**src/rtl/hgtw_pkg.sv**
```systemverilog
// Shared types, constants and arithmetic helpers for the hex grid wrap core.
package hgtw_pkg;

   // Field widths.
   localparam int KEY_W    = 16;
   localparam int RAD_W    = 10;
   localparam int MIR_W    = 3;

   // Wrap limits.
   localparam int MAX_STEPS    = 16;
   localparam int MIRROR_COUNT = 6;
   localparam int STEP_W       = $clog2(MAX_STEPS + 1);

   // Internal coordinate width: a key plus MAX_STEPS subtractions of the largest
   // center component (2R+1 at the largest radius), with a sign bit.
   localparam int MAX_RADIUS = (1 << RAD_W) - 1;
   localparam int COORD_W =
      $clog2((1 << (KEY_W - 1)) + MAX_STEPS * (2 * MAX_RADIUS + 1) + 1) + 1;
   // Hex length width: sum of three magnitudes one bit wider than a coordinate.
   localparam int LEN_W = COORD_W + 3;

   // Mirror index codes.
   localparam logic [MIR_W-1:0] MIRROR_0 = 3'd0;
   localparam logic [MIR_W-1:0] MIRROR_1 = 3'd1;
   localparam logic [MIR_W-1:0] MIRROR_2 = 3'd2;
   localparam logic [MIR_W-1:0] MIRROR_3 = 3'd3;
   localparam logic [MIR_W-1:0] MIRROR_4 = 3'd4;
   localparam logic [MIR_W-1:0] MIRROR_5 = 3'd5;

   // Request and response payloads.
   typedef struct packed {
      logic signed [KEY_W-1:0] key_q;
      logic signed [KEY_W-1:0] key_r;
   } req_type;

   typedef struct packed {
      logic signed [KEY_W-1:0] wrapped_q;
      logic signed [KEY_W-1:0] wrapped_r;
      logic                    already_inside;
      logic [MIR_W-1:0]        mirror_used;
      logic                    wrap_failed;
   } rsp_type;

   // Axial coordinate at internal width.
   typedef struct packed {
      logic signed [COORD_W-1:0] q;
      logic signed [COORD_W-1:0] r;
   } coord_type;

   // Controller states.
   typedef enum logic [2:0] {
      ST_IDLE,
      ST_EVAL,
      ST_DIST,
      ST_PICK,
      ST_SUB
   } state_type;

   // Commands from the controller to the datapath.
   typedef struct packed {
      logic load_key;
      logic load_dist;
      logic load_best;
      logic sub_step;
      logic load_rsp;
      logic rsp_inside;
      logic rsp_failed;
   } cmd_type;

   // Status from the datapath to the controller.
   typedef struct packed {
      logic in_bounds;
      logic steps_zero;
      logic steps_max;
   } stat_type;

   // Hex distance from the origin: (|q| + |r| + |q+r|) / 2.
   function automatic logic [LEN_W-1:0] hex_len(input logic signed [COORD_W-1:0] q,
                                                input logic signed [COORD_W-1:0] r);
      logic signed [COORD_W:0] qe;
      logic signed [COORD_W:0] re;
      logic signed [COORD_W:0] se;
      logic [COORD_W:0]        aq;
      logic [COORD_W:0]        ar;
      logic [COORD_W:0]        as_v;
      logic [LEN_W-1:0]        sum;
      qe   = (COORD_W + 1)'(q);
      re   = (COORD_W + 1)'(r);
      se   = qe + re;
      aq   = (qe < 0) ? -qe : qe;
      ar   = (re < 0) ? -re : re;
      as_v = (se < 0) ? -se : se;
      sum  = LEN_W'(aq) + LEN_W'(ar) + LEN_W'(as_v);
      return sum >> 1;
   endfunction

   // Mirror center k: (2R+1, -R) rotated k times by (q,r) -> (-r, q+r).
   function automatic coord_type mirror_center(input logic [MIR_W-1:0] k,
                                               input logic [RAD_W-1:0] rad);
      logic signed [COORD_W-1:0] rs;
      logic signed [COORD_W-1:0] rp1;
      logic signed [COORD_W-1:0] tr;
      coord_type                 c;
      rs  = signed'({{(COORD_W - RAD_W){1'b0}}, rad});
      rp1 = rs + COORD_W'(1);
      tr  = rs + rp1;
      unique case (k)
         MIRROR_0: begin c.q = tr;   c.r = -rs;  end
         MIRROR_1: begin c.q = rs;   c.r = rp1;  end
         MIRROR_2: begin c.q = -rp1; c.r = tr;   end
         MIRROR_3: begin c.q = -tr;  c.r = rs;   end
         MIRROR_4: begin c.q = -rs;  c.r = -rp1; end
         MIRROR_5: begin c.q = rp1;  c.r = -tr;  end
         default:  begin c.q = tr;   c.r = -rs;  end
      endcase
      return c;
   endfunction

endpackage

```
**src/rtl/hgtw_dp.sv**
```systemverilog
// Datapath: radius register, working coordinate, mirror distances and result register.
module hgtw_dp import hgtw_pkg::*; (
   input  logic             clock,
   input  logic             reset,
   input  logic             csr_valid,
   input  logic [RAD_W-1:0] csr_data,
   input  req_type          req_data,
   input  cmd_type          cmd,
   output stat_type         stat,
   output rsp_type          rsp_data
);

   logic [RAD_W-1:0]          radius_ff;
   coord_type                 key_ff;
   coord_type                 pos_ff, pos_in;
   logic [LEN_W-1:0]          dist_ff [MIRROR_COUNT];
   logic [MIR_W-1:0]          best_ff, best_in;
   logic [STEP_W-1:0]         steps_ff, steps_in;
   rsp_type                   rsp_ff, rsp_in;
   coord_type                 center [MIRROR_COUNT];
   logic [LEN_W-1:0]          dist_in [MIRROR_COUNT];
   logic [LEN_W-1:0]          pos_len;
   logic [LEN_W-1:0]          pick_d;
   logic [MIR_W-1:0]          pick_k;
   logic signed [COORD_W-1:0] dq;
   logic signed [COORD_W-1:0] dr;

   // Radius register; the port always takes a write.
   always_ff @(posedge clock) begin
      if (reset) begin
         radius_ff <= '0;
      end else if (csr_valid) begin
         radius_ff <= csr_data;
      end
   end

   // The six mirror centers follow from the radius.
   always_comb begin
      for (int k = 0; k < MIRROR_COUNT; k++) begin
         center[k] = mirror_center(MIR_W'(k), radius_ff);
      end
   end

   // Bounds check of the working coordinate.
   assign pos_len         = hex_len(pos_ff.q, pos_ff.r);
   assign stat.in_bounds  = (pos_len <= LEN_W'(radius_ff));
   assign stat.steps_zero = (steps_ff == '0);
   assign stat.steps_max  = (steps_ff == STEP_W'(MAX_STEPS));

   // Distance from the key to each mirror center.
   always_comb begin
      for (int k = 0; k < MIRROR_COUNT; k++) begin
         dq         = key_ff.q - center[k].q;
         dr         = key_ff.r - center[k].r;
         dist_in[k] = hex_len(dq, dr);
      end
   end

   // Closest center; a strict compare keeps the lowest index on a tie.
   always_comb begin
      pick_d = dist_ff[0];
      pick_k = MIRROR_0;
      for (int k = 1; k < MIRROR_COUNT; k++) begin
         if (dist_ff[k] < pick_d) begin
            pick_d = dist_ff[k];
            pick_k = MIR_W'(k);
         end
      end
   end

   // Working coordinate, chosen mirror and step count.
   always_comb begin
      pos_in   = pos_ff;
      best_in  = best_ff;
      steps_in = steps_ff;
      if (cmd.load_key) begin
         pos_in.q = COORD_W'(req_data.key_q);
         pos_in.r = COORD_W'(req_data.key_r);
         best_in  = MIRROR_0;
         steps_in = '0;
      end else if (cmd.sub_step) begin
         pos_in.q = pos_ff.q - center[best_ff].q;
         pos_in.r = pos_ff.r - center[best_ff].r;
         steps_in = steps_ff + STEP_W'(1);
      end else if (cmd.load_best) begin
         best_in = pick_k;
      end
   end

   always_ff @(posedge clock) begin
      pos_ff   <= pos_in;
      best_ff  <= best_in;
      steps_ff <= steps_in;
      if (cmd.load_key) begin
         key_ff <= pos_in;
      end
      if (cmd.load_dist) begin
         for (int k = 0; k < MIRROR_COUNT; k++) begin
            dist_ff[k] <= dist_in[k];
         end
      end
   end

   // Result register, loaded when the controller finishes a request.
   always_comb begin
      rsp_in                = rsp_ff;
      if (cmd.load_rsp) begin
         rsp_in.wrapped_q      = pos_ff.q[KEY_W-1:0];
         rsp_in.wrapped_r      = pos_ff.r[KEY_W-1:0];
         rsp_in.already_inside = cmd.rsp_inside;
         rsp_in.mirror_used    = best_ff;
         rsp_in.wrap_failed    = cmd.rsp_failed;
      end
   end

   always_ff @(posedge clock) begin
      rsp_ff <= rsp_in;
   end

   assign rsp_data = rsp_ff;

endmodule

```
**src/rtl/hgtw_ctrl.sv**
```systemverilog
// Controller: request sequencing, step loop and result handshake.
module hgtw_ctrl import hgtw_pkg::*; (
   input  logic     clock,
   input  logic     reset,
   input  logic     req_valid,
   output logic     req_ready,
   output logic     rsp_valid,
   input  logic     rsp_ready,
   input  stat_type stat,
   output cmd_type  cmd
);

   state_type state_ff, state_in;
   logic      out_vld_ff, out_vld_in;
   logic      out_free;

   // The result register can take a new result when empty or being drained.
   assign out_free = !out_vld_ff || rsp_ready;

   always_ff @(posedge clock) begin
      if (reset) begin
         state_ff   <= ST_IDLE;
         out_vld_ff <= 1'b0;
      end else begin
         state_ff   <= state_in;
         out_vld_ff <= out_vld_in;
      end
   end

   // Next state and datapath commands.
   always_comb begin
      state_in  = state_ff;
      cmd       = '0;
      req_ready = 1'b0;
      unique case (state_ff)
         ST_IDLE: begin
            req_ready = 1'b1;
            if (req_valid) begin
               cmd.load_key = 1'b1;
               state_in     = ST_EVAL;
            end
         end
         ST_EVAL: begin
            if (stat.steps_zero) begin
               // First check: an in-bounds key passes unchanged.
               if (stat.in_bounds) begin
                  if (out_free) begin
                     cmd.load_rsp   = 1'b1;
                     cmd.rsp_inside = 1'b1;
                     state_in       = ST_IDLE;
                  end
               end else begin
                  state_in = ST_DIST;
               end
            end else if (stat.in_bounds || stat.steps_max) begin
               if (out_free) begin
                  cmd.load_rsp   = 1'b1;
                  cmd.rsp_failed = !stat.in_bounds;
                  state_in       = ST_IDLE;
               end
            end else begin
               cmd.sub_step = 1'b1;
            end
         end
         ST_DIST: begin
            cmd.load_dist = 1'b1;
            state_in      = ST_PICK;
         end
         ST_PICK: begin
            cmd.load_best = 1'b1;
            state_in      = ST_SUB;
         end
         ST_SUB: begin
            // The first subtraction is unconditional.
            cmd.sub_step = 1'b1;
            state_in     = ST_EVAL;
         end
         default: begin
            state_in = ST_IDLE;
         end
      endcase
   end

   // Result valid flag.
   always_comb begin
      if (cmd.load_rsp) begin
         out_vld_in = 1'b1;
      end else if (rsp_ready) begin
         out_vld_in = 1'b0;
      end else begin
         out_vld_in = out_vld_ff;
      end
   end

   assign rsp_valid = out_vld_ff;

`ifndef NO_ASSERTIONS
   // A result is never loaded over one that is still waiting.
   a_no_overwrite: assert property (@(posedge clock) disable iff (reset)
      cmd.load_rsp |-> out_free)
      else $error("result loaded while output register busy");

   // An accepted request always moves on to the bounds check.
   a_accept_eval: assert property (@(posedge clock) disable iff (reset)
      (req_valid && req_ready) |=> (state_ff == ST_EVAL))
      else $error("accepted request did not reach bounds check");

   // The step loop never subtracts past the step limit.
   a_step_limit: assert property (@(posedge clock) disable iff (reset)
      cmd.sub_step |-> !stat.steps_max)
      else $error("subtraction beyond the step limit");
`endif

endmodule

```
**src/rtl/hex_grid_torus_wrap_core.sv**
```systemverilog
// Top level of the hex grid wrap core: controller and datapath.
//
//   Channel   Direction  Handshake             Payload
//   req_      in         req_valid/req_ready   req_type  (key_q, key_r)
//   rsp_      out        rsp_valid/rsp_ready   rsp_type  (wrapped_q .. wrap_failed)
//   csr_      in         csr_valid/csr_ready   outer_radius, 10 bits
//
// An in-bounds key goes from acceptance to the check and, once the result register is free, into it.
// An out-of-bounds key with n subtractions (n <= MAX_STEPS) passes in order through the check,
// the six distances, the pick and the first step, then steps until in bounds or at MAX_STEPS.
// The step loop sets the latency; only the idle state takes a request.
// The result register lets the next request in while a result waits; reset is synchronous.
module hex_grid_torus_wrap_core import hgtw_pkg::*; (
   input  logic             clock,
   input  logic             reset,
   input  logic             req_valid,
   output logic             req_ready,
   input  req_type          req_data,
   output logic             rsp_valid,
   input  logic             rsp_ready,
   output rsp_type          rsp_data,
   input  logic             csr_valid,
   output logic             csr_ready,
   input  logic [RAD_W-1:0] csr_data
);

   cmd_type  cmd;
   stat_type stat;

   // The radius register takes a write in any cycle.
   assign csr_ready = 1'b1;

   hgtw_ctrl u_ctrl (
      .clock     (clock),
      .reset     (reset),
      .req_valid (req_valid),
      .req_ready (req_ready),
      .rsp_valid (rsp_valid),
      .rsp_ready (rsp_ready),
      .stat      (stat),
      .cmd       (cmd)
   );

   hgtw_dp u_dp (
      .clock     (clock),
      .reset     (reset),
      .csr_valid (csr_valid),
      .csr_data  (csr_data),
      .req_data  (req_data),
      .cmd       (cmd),
      .stat      (stat),
      .rsp_data  (rsp_data)
   );

endmodule
```
**config.mk**
```make
export PLATFORM = sky130hd
export DESIGN_NAME = hex_grid_torus_wrap_core
export DESIGN_NICKNAME = d
export VERILOG_FILES = /design/src/rtl/hgtw_pkg.sv /design/src/rtl/hgtw_dp.sv /design/src/rtl/hgtw_ctrl.sv /design/src/rtl/hex_grid_torus_wrap_core.sv
export SDC_FILE = /design/constraint.sdc
export NUM_CORES = 2
export LEC_CHECK = 0
export BUFFER_PORTS_ARGS = -buffer_cell sky130_fd_sc_hd__buf_2
export CAP_MARGIN = 20
export CORE_MARGIN = 4
export CORE_UTILIZATION = 60
export CTS_CLUSTER_DIAMETER = 50
export DETAILED_ROUTE_END_ITERATION = 7
export GPL_ROUTABILITY_DRIVEN = 0
export MAX_ROUTING_LAYER = met4
export PLACE_DENSITY = 0.77
export SYNTH_ARGS = -nofsm -noshare
export SYNTH_HDL_FRONTEND = slang
export SYNTH_SLANG_ARGS = --single-unit
```
**constraint.sdc**
```tcl
create_clock -name clock -period 12.25 [get_ports clock]
set_clock_uncertainty 0.05 [all_clocks]
set_input_delay 0.6125 -clock clock [delete_from_list [all_inputs] [get_ports clock]]
set_output_delay 0.6125 -clock clock [all_outputs]
set_load 0.02 [all_outputs]
```
======== Word level (Yosys, flattened, before mapping) ========
Memory sizes are Yosys's and may differ from the RTL's.
Cells that the tools add are included.
storage, ports and cells
  RAM bits ................................ 114
  input bits .............................. 47
  logic and storage cells ................. 191
  memories kept ........................... 1
  output and inout bits ................... 40
  bits in registers ....................... 127
cells by class
  $lt $le $gt $ge ......................... 28
  reduce and logical (&&, ||, !) cells .... 11
  equal/unequal tests ..................... 7
  bitwise gates (word level) .............. 5
  add/subtract/negate cells ............... 62
  muxes and demuxes ....................... 63
memories
  memory        words  bits a word  read ports  clocked after memory_dff  wr ports  RTL line       RTL
  u_dp.dist_ff  6      19           6           0                         6         hgtw_dp.sv:16  logic [LEN_W-1:0] dist_ff [MIRROR_COUNT];
operator list
  operator                                                                       number
  18-bit two-way mux                                                             21
  17-bit negator with 18-bit output                                              14
  17-bit by 1-bit less-than comparator with 1-bit output, second input constant  14
  17-bit subtractor                                                              10
  20-bit by 18-bit adder with 20-bit output                                      7
  34-bit two-way mux                                                             4
  18-bit by 18-bit adder with 19-bit output                                      7
  17-bit by 17-bit adder with 18-bit output                                      7
  18-bit by 1-bit less-than comparator with 1-bit output, second input constant  7
  18-bit negator                                                                 7
  34-bit binary-select mux with 3-bit select                                     1
  20-bit less-than comparator                                                    5
  20-bit two-way mux                                                             4
  17-bit negator                                                                 2
  17-bit by 11-bit subtractor with 17-bit output                                 2
  17-bit by 12-bit subtractor with 17-bit output                                 2
  3-bit two-way mux                                                              8
  19-bit by 10-bit less-or-equal comparator with 1-bit output                    1
  1-bit two-way mux                                                              19
  11-bit by 17-bit adder with 17-bit output                                      1
  10-bit negator with 17-bit output                                              1
  3-bit case mux with 5 select lines                                             1
  10-bit by 1-bit adder with 11-bit output, second input constant                1
  2-bit two-way mux                                                              4
  19 further kinds                                                               26

======== Depth between registers and ports, before layout ========
  word-level depth ........................ 11
  depth in mapped cells ................... 66
  depth with buffers taken out ............ 61

======== Hierarchy ========
Synthesis repeated with hierarchy kept, for this count alone.
second synthesis, totals
  cells, all modules ...................... 5099
  area, all modules ....................... 41225.8 sq um
by module, submodules not included
  module                    area an instance (sq um)  times used  cells each
  hgtw_dp                   40930.5                   1           5061
  hgtw_ctrl                 284.0                     1           36
  hex_grid_torus_wrap_core  11.3                      1           2

======== Worst setup path after synthesis ========
OpenSTA, ideal clock, no wires.
  kind .................................... reg2reg
  start point ............................. mem u_dp.dist_ff[1][2] (netlist name)
  end point ............................... reg u_dp.best_ff[1]
  data arrival time ....................... 10579 ps
  stages on the path, launching flop included .. 66
  period minus slack after synthesis ...... 10806 ps
  slack ................................... 1444 ps
  cell sequence ........................... edfxtp_1 -> ha_1 -> a211oi_1 -> o21ai_1 -> a21oi_2 -> nor3_2 -> nor2_1 -> clkbuf_1 -> nor2_1 -> a21oi_1 -> ha_1 -> and4_1 -> a221oi_1 -> o21ai_0 -> a221oi_2 -> o31a_1 -> a41o_1 -> a311oi_4 -> [... 30 more ...] -> buf_4 -> nand2_1 -> o21ai_0 -> ha_1 -> a21o_1 -> a21o_1 -> a21oi_1 -> nor2b_1 -> o21ai_0 -> nand2b_1 -> a21oi_1 -> nor2b_1 -> o21ai_0 -> a21oi_1 -> a21oi_1 -> a21bo_2 -> a21o_1 -> o2bb2ai_1
RTL lines
  what                    RTL line       RTL
  start: declaration      hgtw_dp.sv:16
  end signal: assignment  hgtw_dp.sv:92  best_ff <= best_in;
  end: declaration        hgtw_dp.sv:17  logic [MIR_W-1:0] best_ff, best_in;

==> results by group <==
Run status
  – Outcome: finished, final reports clean

Floorplan
  – Die width: 273.0 microns
  – Die H: 273.0 microns
  – Full die area: 0.07451 sq mm
  – Top Ports: 87
  – Starting Density: 60.99%
  – Placeable core region: 0.06907 sq mm
  – Num rows: 96

Worst setup path
  – CP Class: register to register
  – Max stage delay on crit path: 0.75 ns
  – Slowest library cell on the worst path: a211oi_1
  – Worst Setup End Kind: register
  – Crit path DAT: 11.85 ns
  – Most frequent CP cell: o21ai_0
  – CP startpoint kind: register
  – Data required time of the worst path: 12.64 ns
  – CP Max Fanout: 17

Clock tree
  – Clock buffer depth: 3
  – Clock transition at the registers of the reported paths: 0.06 ns
  – Worst skew pair latency: 0.59 ns
  – CTS Root Cell: clkbuf_16
  – Clock sinks: 241
  – Inserted Clock Buffers: 31
  – H-tree depth: 1
  – CTS tree: yes

STA
  – Fin crit share: 93.56%
  – Final setup fails: 0
  – Worst slew margin: 26.57%
  – Highest clock rate: 87.25 MHz
  – Worst Tran Pin Value: 1.092 ns
  – Final Hold Fails: 0
  – RSZ-0062 raised after global routing: no
  – Fin Setup TNS: 0 ns
  – Final-report max-slew violation count: 0
  – Post-route minimum period: 11.46 ns

Logic synthesis
  – Synth warn: 0
  – Number of synthesized register bits: 241
  – Post-Syn Instances: 5364
  – Syn avg cell area: 7.853 sq um
  – Post-synth EDFFs: 185
  – Async S/R FF share, synth: 0%
  – Post-synth top flop: edfxtp_1
  – Yosys cell types: 103
  – Synth top area share: 19.81%
  – Top post-synthesis cells by area: ha_1 (20%), edfxtp_1 (13%), xnor2_1 (12%)
  – Post-Syn Area: 0.04212 sq mm
  – Top cells by count, synth: ha_1 (667), xnor2_1 (587), nor2_1 (511), inv_1 (461), a21oi_1 (408)
  – Largest area contributor in the netlist: ha_1
  – Most frequent cell after synthesis: ha_1
  – Register area share after synthesis: 15.85%

GRT
  – GRT Util Overall: 34.89%
  – Vias in the first global route: 37294
  – First-pass GRT wire length: 201600 microns
  – Largest net degree at the start of global routing: 81
  – Overflow after GRT: 0
  – Initial antenna violation count: 1

Routing
  – Initial drt markers: 3583
  – Wire length per cell: 20.30 microns
  – Drt drc: 0
  – Antenna Nets Post-Route: 0
  – Drt total wl: 130000 microns
  – Via count: 39490
  – DRT Pass-1 Iters: 6
  – Routed vias/inst: 6.165

Layout
  – FILL cells: 5923
  – Area delta synth->final: 6.303%
  – Final layout net count: 6197
  – Layout cells sized above 1: 5.098%

Placed design
  – IO buf count: 85
  – Post-DP HPWL: 107300 microns

Run
  – MaxCap Viol Count: 0

Hold path
  – Worst hold path class: primary input to register
[logic make-up after synthesis]
kind of cell | after synthesis | synth area share (%)
other cells | 2 | 0.01783
mux | 99 | 2.454
flops | 241 | 15.85
simple gates | 1565 | 17.75
xor+xnor | 778 | 16.18
buf+inv | 562 | 5.136
fa+ha+maj | 702 | 21.48
compound gates | 1415 | 21.14
[layer usage]
| layer | global-route usage, % | vias to the layer above | part of all wire (%) |
|---|---|---|---|
| li1 | - | 19217 | - |
| met1 | 43.65 | 18090 | 41 |
| met2 | 54.39 | 1668 | 43 |
| met3 | 4.899 | 515 | 8.1 |
| met4 | 19.59 | 0 | 7.3 |
| met5 | - | - | 0 |
[layout make-up]
| class | instances | area [sq um] | share of cell area [%] |
|---|---|---|---|
| Timing Repair Buffer | 136 | 830.8 | 1.855 |
| Inverter | 464 | 1743 | 3.892 |
| Antenna cell | 1 | 2.502 | 0.005588 |
| Clock buffer | 39 | 825.8 | 1.844 |
| Multi-Input combinational cell | 4574 | 33390 | 74.56 |
| Tap cell | 931 | 1165 | 2.601 |
| Sequential cell | 241 | 6678 | 14.91 |
| Clock inverter | 19 | 147.6 | 0.3297 |
[critical path: cells and delay by family (launching register included)]
kind / cells / cell delay, ns
mux: 1 / 0.30
xor+xnor: 2 / 0.95
fa+ha+maj: 4 / 1.81
flops: 1 / 0.54
simple gates: 7 / 1.44
compound gates: 22 / 5.48
buf+inv: 4 / 0.72
[registers in the layout, indices dropped and copies added, names as in the netlist]
name and flops:
u_dp.key_ff 34, u_dp.dist_ff 114, u_dp.steps_ff 5, u_ctrl.rsp_valid 1, u_dp.rsp_data 37, u_dp.radius_ff 10, u_dp.best_ff 3, u_dp.pos_ff 34
u_ctrl.state_ff 3
[final timing paths]
check	start	to	slack (ns)	cells after the start
setup reg to reg	u_dp.radius_ff[2]	u_dp.dist_ff[5][16]	0.79	40
hold / removal	csr_data[5]	u_dp.radius_ff[5]	0.22	3
hold reg to reg	u_dp.steps_ff[4]	u_dp.steps_ff[4]	0.48	1
setup / recovery	u_dp.radius_ff[2]	u_dp.dist_ff[5][16]	0.79	40
[per-stage QoR]
| step | worst slack [ns] | util [%] | hold slack, ns | instances | instance area (sq um) |
|---|---|---|---|---|---|
| after global routing | 0.04005 | 64.83 | 0.2326 | 6404 | 44780 |
| after CTS | 0.4275 | 64.72 | 0.2031 | 6399 | 44700 |
| after global placement | 0.9429 | 63.31 | 0.4633 | 6340 | 43720 |
| after detailed placement | 0.4963 | 63.32 | 0.4769 | 6341 | 43730 |
| final | 0.7887 | 64.83 | 0.2178 | 6405 | 44780 |
| after floorplan | 1.444 | - | 0.3564 | 5377 | 42170 |
[placed cells by master (no fill, tap or decap), drive strengths merged, types with 15 or more instances in the layout]
cell,n
ha,667
xnor2,587
nor2,512
inv,468
a21oi,409
o21ai,381
nand2,374
xor2,191
edfxtp,185
nor3,150
buf,136
o21bai,110
a21o,100
nand3,94
mux2i,86
nor2b,84
o21a,73
nand2b,59
or3,56
dfxtp,56
and3,49
a211oi,49
a21boi,48
o31ai,42
clkbuf,39
nor4,38
fa,35
a31oi,34
nand4,27
or2,23
and2,23
o31a,17
o211ai,16
nand3b,15
or4,15
conb,15
nor3b,15
[what timing repair did]
action                                  in CTS  in global routing
endpoints found under the setup margin       0                  3
setup buffers                                0                  4
gates resized for setup                      0                  2
endpoints found under the hold margin        0                  0
hold buffers                                 0                  0
Power is not shown: default switching activity piles up to over one toggle a cycle in this logic, so the estimate is an artifact.
